## config.mk

```make
export PLATFORM = sky130hd
export DESIGN_NAME = goertzel_tone_detector_flat
export DESIGN_NICKNAME = d
export VERILOG_FILES = /design/src/hdl/gtd_pkg.sv /design/src/hdl/gtd_channels.sv /design/src/hdl/goertzel_tone_detector.sv /design/src/flat_wrapper.sv
export SDC_FILE = /design/constraint.sdc
export NUM_CORES = 2
export LEC_CHECK = 0
export ABC_AREA = 0
export BUFFER_PORTS_ARGS = -buffer_cell sky130_fd_sc_hd__buf_2
export CAP_MARGIN = 5
export CORE_UTILIZATION = 45
export DETAILED_ROUTE_END_ITERATION = 10
export GPL_TIMING_DRIVEN = 0
export RECOVER_POWER = 100
export SLEW_MARGIN = 20
export SYNTH_ARGS = -nofsm -noshare
export SYNTH_HDL_FRONTEND = slang
export SYNTH_SLANG_ARGS = --single-unit
```

## constraint.sdc

```tcl
create_clock -name clock -period 13.2 [get_ports clock]
set_clock_uncertainty 0.2 [all_clocks]
set_input_delay 3.3 -clock clock [delete_from_list [all_inputs] [get_ports clock]]
set_output_delay 3.3 -clock clock [all_outputs]
set_load 0.05 [all_outputs]
```

## src/hdl/gtd_pkg.sv

```systemverilog
// Shared widths, register map and reset values of the Goertzel tone detector.
package gtd_pkg;

   // Item fields and configuration register widths
   localparam int SAMPLE_W = 16;
   localparam int COEF_W   = 16;
   localparam int LEN_W    = 13;
   localparam int ENERGY_W = 48;

   // Recurrence state and block counter
   localparam int STATE_W   = 40;
   localparam int MAX_BLOCK = 4096;
   localparam int COUNT_W   = $clog2(MAX_BLOCK);
   localparam int CMP_W     = (LEN_W > COUNT_W + 1) ? LEN_W : COUNT_W + 1;

   // Fixed point: Q1.15 coefficients, products floored by FRAC_W bits
   localparam int FRAC_W  = 15;
   localparam int CPROD_W = COEF_W + STATE_W;

   // Shared multiplier: the state is split into a low and a high slice
   localparam int LO_W    = 16;
   localparam int HI_W    = STATE_W - LO_W;
   localparam int MAG_W   = 24;
   localparam int MUL_W   = ((HI_W > MAG_W) ? HI_W : MAG_W) + 1;
   localparam int PROD_W  = 2 * MUL_W;

   // Intermediate widths
   localparam int SUM_W = CPROD_W - FRAC_W + 2;
   localparam int RE_W  = CPROD_W - FRAC_W + 1;
   localparam int IM_W  = CPROD_W - FRAC_W;

   // Configuration port
   localparam int ADDR_W  = 5;
   localparam int DATA_W  = 64;
   localparam int IDX_LSB = 3;

   typedef enum logic [1:0] {
      REG_COS = 2'd0,
      REG_SIN = 2'd1,
      REG_LEN = 2'd2,
      REG_THR = 2'd3
   } reg_index_type;

   localparam logic [COEF_W-1:0]   COS_RESET = 16'd26791;
   localparam logic [COEF_W-1:0]   SIN_RESET = 16'd18868;
   localparam logic [LEN_W-1:0]    LEN_RESET = 13'd256;
   localparam logic [ENERGY_W-1:0] THR_RESET = 48'd858993459;

   localparam logic [ENERGY_W-1:0] ENERGY_MAX = {ENERGY_W{1'b1}};

endpackage

```

## src/hdl/gtd_channels.sv

```systemverilog
// Valid/ready channel interfaces for samples in and detection results out.
interface gtd_req_if;
   logic                                valid;
   logic                                ready;
   logic signed [gtd_pkg::SAMPLE_W-1:0] sample;

   modport source (output valid, output sample, input ready);
   modport sink   (input valid, input sample, output ready);
endinterface

interface gtd_rsp_if;
   logic                         valid;
   logic                         ready;
   logic [gtd_pkg::ENERGY_W-1:0] energy;
   logic                         tone_detected;

   modport source (output valid, output energy, output tone_detected, input ready);
   modport sink   (input valid, input energy, input tone_detected, output ready);
endinterface

```

## src/hdl/goertzel_tone_detector.sv

```systemverilog
// Goertzel single-bin tone detector top level with one shared multiplier.
//
//  channel   direction  transfer on          payload
//  req_chan  in         valid & ready        sample (16b signed, Q1.15)
//  rsp_chan  out        valid & ready        energy (48b, Q.30), tone_detected
//  APB       in         psel&penable&pwrite  cos_coef, sin_coef, block_length,
//                                            energy_threshold at 0x00/08/10/18
//
//  A non-closing sample runs the cos product and update states; a closing one
//  also runs the real, sin, magnitude, square, energy and result states and may
//  wait on rsp_chan. The single 25x25 multiplier sets these steps: each 16x40
//  coefficient product is built from two slices; both magnitude squares use it too.
//  reset is synchronous and returns coefficients, length, threshold, delay
//  states and counter to their defaults. A result waits in the rsp register
//  while new samples are taken; only the next block end stalls on it.
module goertzel_tone_detector (
   input  logic                          clock,
   input  logic                          reset,
   gtd_req_if.sink                       req_chan,
   gtd_rsp_if.source                     rsp_chan,
   input  logic                          psel,
   input  logic                          penable,
   input  logic                          pwrite,
   input  logic [gtd_pkg::ADDR_W-1:0]    paddr,
   input  logic [gtd_pkg::DATA_W-1:0]    pwdata,
   output logic [gtd_pkg::DATA_W-1:0]    prdata,
   output logic                          pready
);

   typedef enum logic [3:0] {
      ST_IDLE,      // ready for a sample
      ST_COS_LO,    // cos * low slice of s1
      ST_COS_HI,    // cos * high slice of s1
      ST_COS_SUM,   // combine slices into cos * s1
      ST_UPDATE,    // new state s, shift delay line
      ST_REAL,      // real part; sin * low slice
      ST_SIN_HI,    // sin * high slice
      ST_SIN_SUM,   // combine; |re|
      ST_IMAG,      // imag part, |im|; re^2
      ST_SQ_IMAG,   // im^2
      ST_ENERGY,    // re^2 + im^2, saturated
      ST_RESULT     // load result register
   } state_type;

   // ---------------------------------------------------------------
   // Configuration registers
   // ---------------------------------------------------------------
   logic [gtd_pkg::COEF_W-1:0]   cos_ff;
   logic [gtd_pkg::COEF_W-1:0]   sin_ff;
   logic [gtd_pkg::LEN_W-1:0]    len_ff;
   logic [gtd_pkg::ENERGY_W-1:0] thr_ff;

   gtd_pkg::reg_index_type csr_index;
   logic                   csr_write;

   assign csr_index = gtd_pkg::reg_index_type'(paddr[gtd_pkg::ADDR_W-1:gtd_pkg::IDX_LSB]);
   assign csr_write = psel && penable && pwrite;
   assign pready    = 1'b1;

   always_ff @(posedge clock) begin
      if (reset) begin
         cos_ff <= gtd_pkg::COS_RESET;
         sin_ff <= gtd_pkg::SIN_RESET;
         len_ff <= gtd_pkg::LEN_RESET;
         thr_ff <= gtd_pkg::THR_RESET;
      end else if (csr_write) begin
         unique case (csr_index)
            gtd_pkg::REG_COS: cos_ff <= pwdata[gtd_pkg::COEF_W-1:0];
            gtd_pkg::REG_SIN: sin_ff <= pwdata[gtd_pkg::COEF_W-1:0];
            gtd_pkg::REG_LEN: len_ff <= pwdata[gtd_pkg::LEN_W-1:0];
            gtd_pkg::REG_THR: thr_ff <= pwdata[gtd_pkg::ENERGY_W-1:0];
            default: ;
         endcase
      end
   end

   always_comb begin
      unique case (csr_index)
         gtd_pkg::REG_COS: prdata = gtd_pkg::DATA_W'(cos_ff);
         gtd_pkg::REG_SIN: prdata = gtd_pkg::DATA_W'(sin_ff);
         gtd_pkg::REG_LEN: prdata = gtd_pkg::DATA_W'(len_ff);
         gtd_pkg::REG_THR: prdata = gtd_pkg::DATA_W'(thr_ff);
         default:          prdata = '0;
      endcase
   end

   // ---------------------------------------------------------------
   // Datapath registers
   // ---------------------------------------------------------------
   state_type                           state_ff, state_in;
   logic signed [gtd_pkg::STATE_W-1:0]  d1_ff, d1_in;     // s(n-1)
   logic signed [gtd_pkg::STATE_W-1:0]  d2_ff, d2_in;     // s(n-2)
   logic [gtd_pkg::COUNT_W-1:0]         count_ff, count_in;
   logic signed [gtd_pkg::SAMPLE_W-1:0] x_ff, x_in;
   logic                                last_ff, last_in;
   logic signed [gtd_pkg::PROD_W-1:0]   prod_ff, prod_in;
   logic signed [gtd_pkg::CPROD_W-1:0]  acc_ff, acc_in;
   logic signed [gtd_pkg::STATE_W-1:0]  s_ff, s_in;
   logic signed [gtd_pkg::RE_W-1:0]     re_ff, re_in;
   logic [gtd_pkg::MAG_W-1:0]           mre_ff, mre_in;
   logic                                ovre_ff, ovre_in;
   logic [gtd_pkg::MAG_W-1:0]           mim_ff, mim_in;
   logic                                ovim_ff, ovim_in;
   logic [gtd_pkg::ENERGY_W-1:0]        ener_ff, ener_in;
   logic                                rsp_valid_ff, rsp_valid_in;
   logic [gtd_pkg::ENERGY_W-1:0]        rsp_energy_ff, rsp_energy_in;
   logic                                rsp_tone_ff, rsp_tone_in;

   // ---------------------------------------------------------------
   // Shared multiplier operands
   // ---------------------------------------------------------------
   logic signed [gtd_pkg::MUL_W-1:0] mul_a, mul_b;
   logic signed [gtd_pkg::MUL_W-1:0] cos_op, sin_op, lo_op, hi_op, mre_op, mim_op;
   logic signed [gtd_pkg::HI_W-1:0]  d1_hi;

   assign d1_hi  = d1_ff[gtd_pkg::STATE_W-1:gtd_pkg::LO_W];
   assign cos_op = gtd_pkg::MUL_W'($signed(cos_ff));
   assign sin_op = gtd_pkg::MUL_W'($signed(sin_ff));
   assign lo_op  = gtd_pkg::MUL_W'(d1_ff[gtd_pkg::LO_W-1:0]);   // zero-extended slice
   assign hi_op  = gtd_pkg::MUL_W'(d1_hi);                      // signed slice
   assign mre_op = gtd_pkg::MUL_W'(mre_ff);
   assign mim_op = gtd_pkg::MUL_W'(mim_ff);

   assign prod_in = mul_a * mul_b;

   // Slice product widened, and high slice product moved up by LO_W
   logic signed [gtd_pkg::CPROD_W-1:0] prod_ext, prod_shift;
   assign prod_ext   = gtd_pkg::CPROD_W'(prod_ff);
   assign prod_shift = {prod_ff[gtd_pkg::CPROD_W-gtd_pkg::LO_W-1:0], {gtd_pkg::LO_W{1'b0}}};

   // ---------------------------------------------------------------
   // New state s = sat(x + floor(cos*s1 / 2^14) - s2)
   // ---------------------------------------------------------------
   logic signed [gtd_pkg::SUM_W-2:0]   cd14;
   logic signed [gtd_pkg::IM_W-1:0]    cd15;
   logic signed [gtd_pkg::SUM_W-1:0]   s_sum;
   logic [gtd_pkg::SUM_W-gtd_pkg::STATE_W:0] s_top;
   logic signed [gtd_pkg::STATE_W-1:0] s_sat;

   assign cd14  = acc_ff[gtd_pkg::CPROD_W-1:gtd_pkg::FRAC_W-1];
   assign cd15  = acc_ff[gtd_pkg::CPROD_W-1:gtd_pkg::FRAC_W];
   assign s_sum = gtd_pkg::SUM_W'(cd14) + gtd_pkg::SUM_W'(x_ff) - gtd_pkg::SUM_W'(d2_ff);
   assign s_top = s_sum[gtd_pkg::SUM_W-1:gtd_pkg::STATE_W-1];

   always_comb begin
      if ((&s_top) || !(|s_top)) begin
         s_sat = s_sum[gtd_pkg::STATE_W-1:0];
      end else if (s_sum[gtd_pkg::SUM_W-1]) begin
         s_sat = {1'b1, {(gtd_pkg::STATE_W-1){1'b0}}};
      end else begin
         s_sat = {1'b0, {(gtd_pkg::STATE_W-1){1'b1}}};
      end
   end

   // Real and imaginary parts and their magnitudes
   logic signed [gtd_pkg::RE_W-1:0] re_calc;
   logic [gtd_pkg::RE_W-1:0]        re_abs;
   logic [gtd_pkg::IM_W-1:0]        im_abs;

   assign re_calc = gtd_pkg::RE_W'(s_ff) - gtd_pkg::RE_W'(cd15);
   assign re_abs  = re_ff[gtd_pkg::RE_W-1] ? (~re_ff) + gtd_pkg::RE_W'(1) : re_ff;
   assign im_abs  = cd15[gtd_pkg::IM_W-1] ? (~cd15) + gtd_pkg::IM_W'(1) : cd15;

   // Energy accumulate
   logic [gtd_pkg::ENERGY_W-1:0] sq_im;
   logic [gtd_pkg::ENERGY_W:0]   esum;

   assign sq_im = ovim_ff ? gtd_pkg::ENERGY_MAX : prod_ff[gtd_pkg::ENERGY_W-1:0];
   assign esum  = {1'b0, ener_ff} + {1'b0, sq_im};

   // Block end detection, with length 0 read as 1 and clamped to MAX_BLOCK
   logic [gtd_pkg::CMP_W-1:0] len_wide, len_eff, count_next;

   assign len_wide   = gtd_pkg::CMP_W'(len_ff);
   assign count_next = gtd_pkg::CMP_W'(count_ff) + gtd_pkg::CMP_W'(1);

   always_comb begin
      if (len_wide == '0) begin
         len_eff = gtd_pkg::CMP_W'(1);
      end else if (len_wide > gtd_pkg::CMP_W'(gtd_pkg::MAX_BLOCK)) begin
         len_eff = gtd_pkg::CMP_W'(gtd_pkg::MAX_BLOCK);
      end else begin
         len_eff = len_wide;
      end
   end

   // ---------------------------------------------------------------
   // Sequencer
   // ---------------------------------------------------------------
   always_comb begin
      state_in      = state_ff;
      d1_in         = d1_ff;
      d2_in         = d2_ff;
      count_in      = count_ff;
      x_in          = x_ff;
      last_in       = last_ff;
      acc_in        = acc_ff;
      s_in          = s_ff;
      re_in         = re_ff;
      mre_in        = mre_ff;
      ovre_in       = ovre_ff;
      mim_in        = mim_ff;
      ovim_in       = ovim_ff;
      ener_in       = ener_ff;
      rsp_energy_in = rsp_energy_ff;
      rsp_tone_in   = rsp_tone_ff;
      mul_a         = '0;
      mul_b         = '0;

      // Result taken downstream
      rsp_valid_in = rsp_valid_ff && !rsp_chan.ready;

      unique case (state_ff)
         ST_IDLE: begin
            if (req_chan.valid) begin
               x_in     = req_chan.sample;
               last_in  = (count_next >= len_eff);
               state_in = ST_COS_LO;
            end
         end
         ST_COS_LO: begin
            mul_a    = cos_op;
            mul_b    = lo_op;
            state_in = ST_COS_HI;
         end
         ST_COS_HI: begin
            mul_a    = cos_op;
            mul_b    = hi_op;
            acc_in   = prod_ext;
            state_in = ST_COS_SUM;
         end
         ST_COS_SUM: begin
            acc_in   = acc_ff + prod_shift;
            state_in = ST_UPDATE;
         end
         ST_UPDATE: begin
            if (last_ff) begin
               // keep s1 intact for the imaginary part
               s_in     = s_sat;
               state_in = ST_REAL;
            end else begin
               d2_in    = d1_ff;
               d1_in    = s_sat;
               count_in = count_next[gtd_pkg::COUNT_W-1:0];
               state_in = ST_IDLE;
            end
         end
         ST_REAL: begin
            re_in    = re_calc;
            mul_a    = sin_op;
            mul_b    = lo_op;
            state_in = ST_SIN_HI;
         end
         ST_SIN_HI: begin
            mul_a    = sin_op;
            mul_b    = hi_op;
            acc_in   = prod_ext;
            state_in = ST_SIN_SUM;
         end
         ST_SIN_SUM: begin
            acc_in   = acc_ff + prod_shift;
            mre_in   = re_abs[gtd_pkg::MAG_W-1:0];
            ovre_in  = |re_abs[gtd_pkg::RE_W-1:gtd_pkg::MAG_W];
            state_in = ST_IMAG;
         end
         ST_IMAG: begin
            mim_in   = im_abs[gtd_pkg::MAG_W-1:0];
            ovim_in  = |im_abs[gtd_pkg::IM_W-1:gtd_pkg::MAG_W];
            mul_a    = mre_op;
            mul_b    = mre_op;
            state_in = ST_SQ_IMAG;
         end
         ST_SQ_IMAG: begin
            // magnitude below 2^24 squares into 48 bits without overflow
            ener_in  = ovre_ff ? gtd_pkg::ENERGY_MAX : prod_ff[gtd_pkg::ENERGY_W-1:0];
            mul_a    = mim_op;
            mul_b    = mim_op;
            state_in = ST_ENERGY;
         end
         ST_ENERGY: begin
            ener_in  = esum[gtd_pkg::ENERGY_W] ? gtd_pkg::ENERGY_MAX
                                               : esum[gtd_pkg::ENERGY_W-1:0];
            state_in = ST_RESULT;
         end
         ST_RESULT: begin
            // wait here only while an older result is still unclaimed
            if (!rsp_valid_ff || rsp_chan.ready) begin
               rsp_energy_in = ener_ff;
               rsp_tone_in   = (ener_ff >= thr_ff);
               rsp_valid_in  = 1'b1;
               d1_in         = '0;
               d2_in         = '0;
               count_in      = '0;
               state_in      = ST_IDLE;
            end
         end
         default: begin
            state_in = ST_IDLE;
         end
      endcase
   end

   always_ff @(posedge clock) begin
      prod_ff       <= prod_in;
      acc_ff        <= acc_in;
      x_ff          <= x_in;
      last_ff       <= last_in;
      s_ff          <= s_in;
      re_ff         <= re_in;
      mre_ff        <= mre_in;
      ovre_ff       <= ovre_in;
      mim_ff        <= mim_in;
      ovim_ff       <= ovim_in;
      ener_ff       <= ener_in;
      rsp_energy_ff <= rsp_energy_in;
      rsp_tone_ff   <= rsp_tone_in;
      if (reset) begin
         state_ff     <= ST_IDLE;
         d1_ff        <= '0;
         d2_ff        <= '0;
         count_ff     <= '0;
         rsp_valid_ff <= 1'b0;
      end else begin
         state_ff     <= state_in;
         d1_ff        <= d1_in;
         d2_ff        <= d2_in;
         count_ff     <= count_in;
         rsp_valid_ff <= rsp_valid_in;
      end
   end

   assign req_chan.ready         = (state_ff == ST_IDLE);
   assign rsp_chan.valid         = rsp_valid_ff;
   assign rsp_chan.energy        = rsp_energy_ff;
   assign rsp_chan.tone_detected = rsp_tone_ff;

   // ---------------------------------------------------------------
   // Assertions
   // ---------------------------------------------------------------

   // A fresh result always comes with a cleared delay line and counter
   a_clear_at_result: assert property (@(posedge clock) disable iff (reset)
      $rose(rsp_valid_ff) |-> (d1_ff == '0 && d2_ff == '0 && count_ff == '0))
      else $error("delay state not cleared at block end");

   // A sample transfer always starts a multi-cycle pass
   a_busy_after_accept: assert property (@(posedge clock) disable iff (reset)
      (req_chan.valid && req_chan.ready) |=> !req_chan.ready)
      else $error("sample taken while previous one still in work");

endmodule

```

## src/flat_wrapper.sv

```systemverilog
// flat-port wrapper written by rule: the top's interface ports become plain ports
module goertzel_tone_detector_flat 
  (clock, reset, psel, penable, pwrite, paddr, pwdata, prdata, pready, req_chan_valid, req_chan_sample, req_chan_ready, rsp_chan_valid, rsp_chan_energy, rsp_chan_tone_detected, rsp_chan_ready);
  gtd_req_if req_chan_i ();
  gtd_rsp_if rsp_chan_i ();
  input  logic clock;
  input  logic reset;
  input  logic psel;
  input  logic penable;
  input  logic pwrite;
  input  logic [gtd_pkg::ADDR_W-1:0] paddr;
  input  logic [gtd_pkg::DATA_W-1:0] pwdata;
  output logic [gtd_pkg::DATA_W-1:0] prdata;
  output logic pready;
  input wire logic [$bits(req_chan_i.valid)-1:0] req_chan_valid;
  input wire logic [$bits(req_chan_i.sample)-1:0] req_chan_sample;
  output wire logic [$bits(req_chan_i.ready)-1:0] req_chan_ready;
  output wire logic [$bits(rsp_chan_i.valid)-1:0] rsp_chan_valid;
  output wire logic [$bits(rsp_chan_i.energy)-1:0] rsp_chan_energy;
  output wire logic [$bits(rsp_chan_i.tone_detected)-1:0] rsp_chan_tone_detected;
  input wire logic [$bits(rsp_chan_i.ready)-1:0] rsp_chan_ready;
  assign req_chan_i.valid = req_chan_valid;
  assign req_chan_i.sample = req_chan_sample;
  assign req_chan_ready = req_chan_i.ready;
  assign rsp_chan_valid = rsp_chan_i.valid;
  assign rsp_chan_energy = rsp_chan_i.energy;
  assign rsp_chan_tone_detected = rsp_chan_i.tone_detected;
  assign rsp_chan_i.ready = rsp_chan_ready;
  goertzel_tone_detector u_core (.clock(clock), .reset(reset), .req_chan(req_chan_i), .rsp_chan(rsp_chan_i), .psel(psel), .penable(penable), .pwrite(pwrite), .paddr(paddr), .pwdata(pwdata), .prdata(prdata), .pready(pready));
endmodule
```

Word level (Yosys, flattened, before mapping)
Index checks and enable logic that the tools add are counted.

cells by class
  add/sub/neg operators = 8
  multipliers = 1
  div/mod/pow operators = 0
  $lt $le $gt $ge = 3
  equality and inequality tests = 17
  shift-type cells = 0
  mux-type cells = 28
  bitwise operators = 2
  reductions and logical operators = 32

operators with widths
  operator                                        number
  one-hot mux 64 bit (4 select lines)             1
  2-to-1 mux 40 bit                               5
  one-hot mux 25 bit (4 select lines)             2
  one-hot mux 40 bit (2 select lines)             2
  2-to-1 mux 48 bit                               3
  one-hot mux 56 bit (2 select lines)             1
  one-hot mux 48 bit (2 select lines)             1
  adder 56 bit                                    1
  multiplier 25 x 25 -> 50 bit                    1
  adder 48 x 48 -> 49 bit                         1
  greater-or-equal comparator 48 bit              1
  one-hot mux 4 bit (12 select lines)             1
  adder 42 x 16 -> 43 bit                         1
  subtractor 43 x 40 -> 43 bit                    1
  adder 42 x 2 -> 42 bit (second input constant)  1
  2-to-1 mux 42 bit                               1
  NOT 42 bit                                      1
  subtractor 40 x 41 -> 42 bit                    1
  adder 41 x 2 -> 41 bit (second input constant)  1
  2-to-1 mux 41 bit                               1
  NOT 41 bit                                      1
  2-to-1 mux 13 bit                               2
  2-to-1 mux 12 bit                               2
  one-hot mux 12 bit (2 select lines)             1
  other kinds (28)                                57

storage, ports and cells
  flip-flop bits (word level) = 542
  bits in latches = 0
  RAM bits = 0
  memory bits (read-only) = 0
  input port bits = 92
  output and inout bits = 116
  logic and storage cells = 113
  memories kept = 0

Longest topological paths before layout
  depth in word-level cells = 8
  gate-level depth with buffers = 34
  gate-level depth less buffers = 31

Worst setup path before layout
Ideal clock, no wire load.

  kind = register -> register
  start = register u_core.state_ff[2]
  end = register u_core.prod_ff[49] in the netlist's numbering
  setup time = 123 ps
  data arrival time = 9,217 ps
  required time = 12,877 ps
  setup slack = 3,660 ps
  cell stages (with the launch flop) = 34
  path buffers = 3
  clock period less this slack = 9,540 ps
  cells stage by stage = dfxtp_1 -> nand2b_1 -> clkbuf_1 -> nor3_1 -> clkbuf_1 -> a22o_1 -> a221o_1 -> clkbuf_1 -> nand2_1 -> fa_1 -> inv_1 -> fa_1 -> inv_1 -> fa_1 -> inv_1 -> fa_1 -> inv_1 -> fa_1 -> inv_1 -> fa_1 -> inv_1 -> fa_1 -> inv_1 -> ha_1 -> and3_1 -> a31oi_1 -> o21ai_0 -> a221o_1 -> or2_2 -> a211o_1 -> a41o_1 -> o41ai_1 -> o31ai_1 -> xnor2_1

on the way
  longest elaborated chain between the ends = 4
  elaborated cells on any way between the ends = 13
  classes of those cells = mul (1); eq/ne (6); mux (2); reduce/logical (4)

RTL lines
  element                                         line                           source
  from (decl)                                     goertzel_tone_detector.sv:90   state_type state_ff, state_in;
  from (signal assigned)                          goertzel_tone_detector.sv:324  state_ff <= state_in;
  == test 4 x 3 -> 1 bit (tied with other cells)  goertzel_tone_detector.sv:213  unique case (state_ff)
  OR reduction 2 bit (no line)                    --
  one-hot mux 25 bit (4 select lines)             goertzel_tone_detector.sv:213
  multiplier 25 x 25 -> 50 bit (*)                goertzel_tone_detector.sv:124  assign prod_in = mul_a * mul_b;
  via u_core.prod_in (one bit)                    goertzel_tone_detector.sv:96   logic signed [gtd_pkg::PROD_W-1:0] prod_ff, prod_in;
  to (signal assigned)                            goertzel_tone_detector.sv:304  prod_ff <= prod_in;
  to (decl)                                       goertzel_tone_detector.sv:96

The timed path passes the listed nets; every way through them passes the cells marked *.
A chain may end at the register's enable or synchronous reset.

Worst setup path in the final report
  start = register u_core.state_ff[2]
  end = register u_core.prod_ff[45] in the netlist's numbering

The elaborated chain is that of the path after synthesis.

==> results list <==
* Clk pin slew, worst setup/hold paths: 70 ps
* Die boundary width: 355 um
- Summing all multi-input logic gate instances after layout gives 37800 um2.
- Count of standard-cell rows: 129
- Maximum buffer depth of the clock tree: 3
* Placed cell count: 8077
- Final hold viol count: 0
* Non-filler cells, final: 8185
- Global-route wire length before repair: 288000 um
- Compound-gate portion of the synthesized area: 15.0%
- Kind of cell adding the most delay to the critical path: adder cells
- Number of buffers added on ports: 170
- 1st-pass router iterations: 7
- For the pin with the worst max-slew slack, the measured transition is 2200 ps.
- Overflow after GRT: 0
* Share of layout cells above drive strength 1: 5.00%
- Cell at the root of the clock tree: sky130_fd_sc_hd__clkbuf_16
- After detailed routing, the number of vias per cell comes to 5.70.
- Slowest Stage Delay on Critical Path: 840 ps
* Final core occ: 49.4%
- Multiplexer fraction of the synthesized cell area: 0.670%
- Outcome: complete, but fails checks
* Maxcap violations: 8
- Worst EP arrival: 12560 ps
- Summed over all nets, the switching power comes to 1.44 mW.
- Hold endpoint: u_core.thr_ff[46]$_SDFFE_PP0P_
- Clock tree from TritonCTS: done
* Part of the total power dissipated in combinational logic: 21.7%
- Sequential elements use 24.0% of the synthesized area.
- Busiest grt layer: met2
- Share of synthesized flip-flops with an asynchronous set or reset: 0%
- Critical R2R Capture: u_core.prod_ff[45]$_DFF_P_
- In this run the vertical extent of the chip is 355 um.
- The worst hold path begins at u_core.thr_ff[46]$_SDFFE_PP0P_.
- Yosys reg bits: 528
- Internal Pwr Total: 3.02 mW
- Share of the clock period used by the worst path after layout: 93.3%
- Number of gates given a new drive strength after cts: 0
* Post-synthesis cell count: 6226
- Global router's overall resource usage: 30.8%
- Area enclosed by the die boundary: 126000 um2
- Post-CTS timing repair inserted 0 buffers for setup.
- Dpl hpwl: 164000 um
- Placer Congestion: 1.01
* Xor and xnor fraction of the mapped netlist area: 4.02%
* Total number of clock tree sinks: 528
- Overall power consumption: 4.46 mW
- The worst path in the final design needs a cycle of 12310 ps, including I/O delays and setup.
- Most prevalent standard cell on the critical path: sky130_fd_sc_hd__fa_1
- Flip-flop cell with the highest count after synthesis: sky130_fd_sc_hd__edfxtp_1
- Highest-delay cell along the critical path: sky130_fd_sc_hd__clkbuf_1
* Critical path startpoint category: register
- Hold path depth: 2
- Critical path fanouts, max: 23
- Violations in the final reports: capacitance limit, slew limit
- Fraction of the mapped netlist area in adder cells: 33.5%
- Wire length reported by the detailed router: 196000 um
* Mean routed wirelength per cell: 23.9 um
- By startpoint and endpoint, the worst setup path is classified as register to register.
* Antenna violations before repair: 6
* Global Route met3 Usage: 6.55%
* Synth warn: 0
- Setup total negative slack on the finished layout was measured at 0 ps.
- In this run, post-CTS hold repair placed 0 buffers.
- P&R area growth vs syn: 9.00%
- Dividing total power by cell area gives a power density of 73.0 nW/um2.
- Per report_power, the sequential group accounts for 40.8% of the total.
- The net count of the finished layout is 7668.
* Mapped Avg Cell Area: 9.00 um2
- The count of nets left with antenna violations once routing finished came out at 0.
* R2r worst-path depth: 30
- Setup slack on the worst reg-to-reg path comes out at 890 ps.
- The worst-case IR drop observed on VDD is 0.0981 mV.
- For met1 alone, demand over resource in global routing was 42.8%.
- Deepest level of the CTS H-tree: 2
- In this run the critical register-to-register path is launched from u_core.state_ff[2]$_SDFFE_PP0P_.
* Fill count: 12.0k
* Fmax: 81.2 MHz
- Routed via count: 46.7k
- After floorplanning, the core was sized to cover 124000 um2.
- STA classifies the critical path endpoint as a register.
- The number of max-slew violations in the final report is 93.
* Area of the mapped netlist: 56000 um2
* Reported leakage power: 27.9 nW
* Clk pwr share: 37.5%
* Starting utilization of the core area: 45.3%
- The clock reaches the later pin of the worst-skew pair after 660 ps.
- In the final layout, flip-flops and latches occupy 13500 um2.
- For this run, global-route usage on met2 was measured as 46.9%.
- In this run, distinct cell masters in the synthesized netlist total 89.
* Dominant combinational cell family by area after synthesis: adder cells
* EDFF count, synth: 288
- Number of buffers created by CTS: 54
- For the worst setup path, the data required time is 13450 ps.
- Total buffers and inverters traversed by the critical path: 9
* Largest net degree at the start of global routing: 41
- In this run the count of I/O pins placed on the die edge is 208.
- Min-delay worst type: register to register
- For this run, design rule violations remaining after detail routing come to 0.
- Setup violations remaining at the end of the flow were counted as 0.
* RSZ-0062 raised after global routing: false
- Slew margin rel.: -48.4%
- Fraction of the mapped netlist area in simple logic gates: 14.1%
* Via count of the first global-routing pass: 45.1k
- Final hold analysis gives a worst-case slack of 254 ps.
- The most critical setup path has its startpoint at u_core.state_ff[2]$_SDFFE_PP0P_.
- In this run switching power makes up 32.3% of total power.
* Initial DRC count: 4614
==> cells in the mapped netlist, types with 39 or more instances <==
master	number	area (um2)
sky130_fd_sc_hd__nor2b_1	39	244
sky130_fd_sc_hd__xnor2_1	181	1590
sky130_fd_sc_hd__nand4_1	43	269
sky130_fd_sc_hd__clkbuf_1	257	965
sky130_fd_sc_hd__nand3_1	63	315
sky130_fd_sc_hd__a21oi_1	337	1690
sky130_fd_sc_hd__or2_2	68	425
sky130_fd_sc_hd__o21a_1	45	338
sky130_fd_sc_hd__nand2_1	763	2860
sky130_fd_sc_hd__o31ai_1	45	338
sky130_fd_sc_hd__nor3_1	60	300
sky130_fd_sc_hd__inv_1	983	3690
sky130_fd_sc_hd__a21o_1	136	1020
sky130_fd_sc_hd__ha_1	376	4700
sky130_fd_sc_hd__o21ai_0	248	1240
sky130_fd_sc_hd__nor2_1	574	2150
sky130_fd_sc_hd__nand2b_1	39	244
sky130_fd_sc_hd__edfxtp_1	288	8650
sky130_fd_sc_hd__dfxtp_1	240	4800
sky130_fd_sc_hd__a22oi_1	53	398
sky130_fd_sc_hd__fa_1	703	14100
sky130_fd_sc_hd__xor2_1	76	666
==> registers in the layout, indices dropped and copies added (netlist names), 4 cells and up <==
name,cells
u_core.ener_ff,48
u_core.thr_ff,48
u_core.re_ff,42
u_core.mre_ff,24
u_core.x_ff,16
u_core.count_ff,12
u_core.sin_ff,16
u_core.s_ff,40
u_core.prod_ff,50
u_core.len_ff,13
u_core.acc_ff,42
u_core.rsp_chan.energy,48
u_core.d2_ff,40
u_core.d1_ff,40
u_core.mim_ff,24
u_core.cos_ff,16
u_core.state_ff,4
==> worst register-to-register path, delay by kind of cell (launching register included) <==
kind	cells	cell delay (ps)
buffers and inverters	9	2400
adder cells (fa/ha/maj)	8	3980
AO/OA/AOI/OAI	6	2420
flip-flops	1	320
AND/OR/NAND/NOR	6	2160
XOR/XNOR	1	610
==> cells in the final DEF, fill, tap and decap left out, drive strengths merged, types with 240 or more instances in the layout <==
cell type | Yosys | routed
inv | 983 | 988
nand2 | 763 | 763
fa | 703 | 703
nor2 | 575 | 575
clkbuf | 257 | 454
ha | 376 | 376
a21oi | 337 | 337
edfxtp | 288 | 288
o21ai | 258 | 258
dfxtp | 240 | 240
==> power groups by stage <==
stage / Combinational, mW / Clock, mW / Sequential, mW
2_1_floorplan: 0.645 / 0 / 1.83
3_3_place_gp: 0.936 / 0 / 1.85
3_5_place_dp: 0.955 / 0 / 1.85
4_1_cts: 0.960 / 1.70 / 1.82
5_1_grt: 1.05 / 1.76 / 1.82
6_report: 0.969 / 1.67 / 1.82
==> metal layers <==
layer	routed length (um)	up-vias
li1	-	21100
met1	82500	23100
met5	26	-
met4	8810	4
met2	85000	2150
met3	19200	380
==> how the worst max path moves through the flow <==
stage	endpoint	slack, ps	cells past startpoint
final	u_core.prod_ff[45]$_DFF_P_	890	30
after global routing	u_core.prod_ff[45]$_DFF_P_	760	33
after CTS	u_core.prod_ff[45]$_DFF_P_	1190	33
after detailed placement	u_core.prod_ff[45]$_DFF_P_	1280	33
after global placement	u_core.d1_ff[37]$_SDFFE_PP0P_	-160	10
after floorplan	u_core.prod_ff[49]$_DFF_P_	3660	33
==> logic make-up (layout without fill, tap and decap cells) <==
group,Yosys count,after routing
other cells,2,22
flops,528,528
buf+inv,1276,1578
mux,21,21
simple gates,1807,1807
compound gates,1256,1256
xor+xnor,257,257
fa+ha+maj,1079,1079
==> area by class of cell <==
type,instances,area share (%)
diodes,5,0.0205
clock inverters,27,0.492
well taps,1637,3.35
plain buffers,293,1.95
repair buffers,200,1.54
multi-input cells,4437,61.9
flip-flops and latches,528,22.0
inverters,983,6.04
clock buffers,75,2.66
==> stage by stage <==
step	cell area, um2	worst slack (ps)
final	61100	890
after global placement	59000	-159
after CTS	61400	1190
after detailed placement	59500	1280
after global routing	61100	757
after floorplan	56100	3660
No activity file was read; power rests on OpenSTA's default activity.
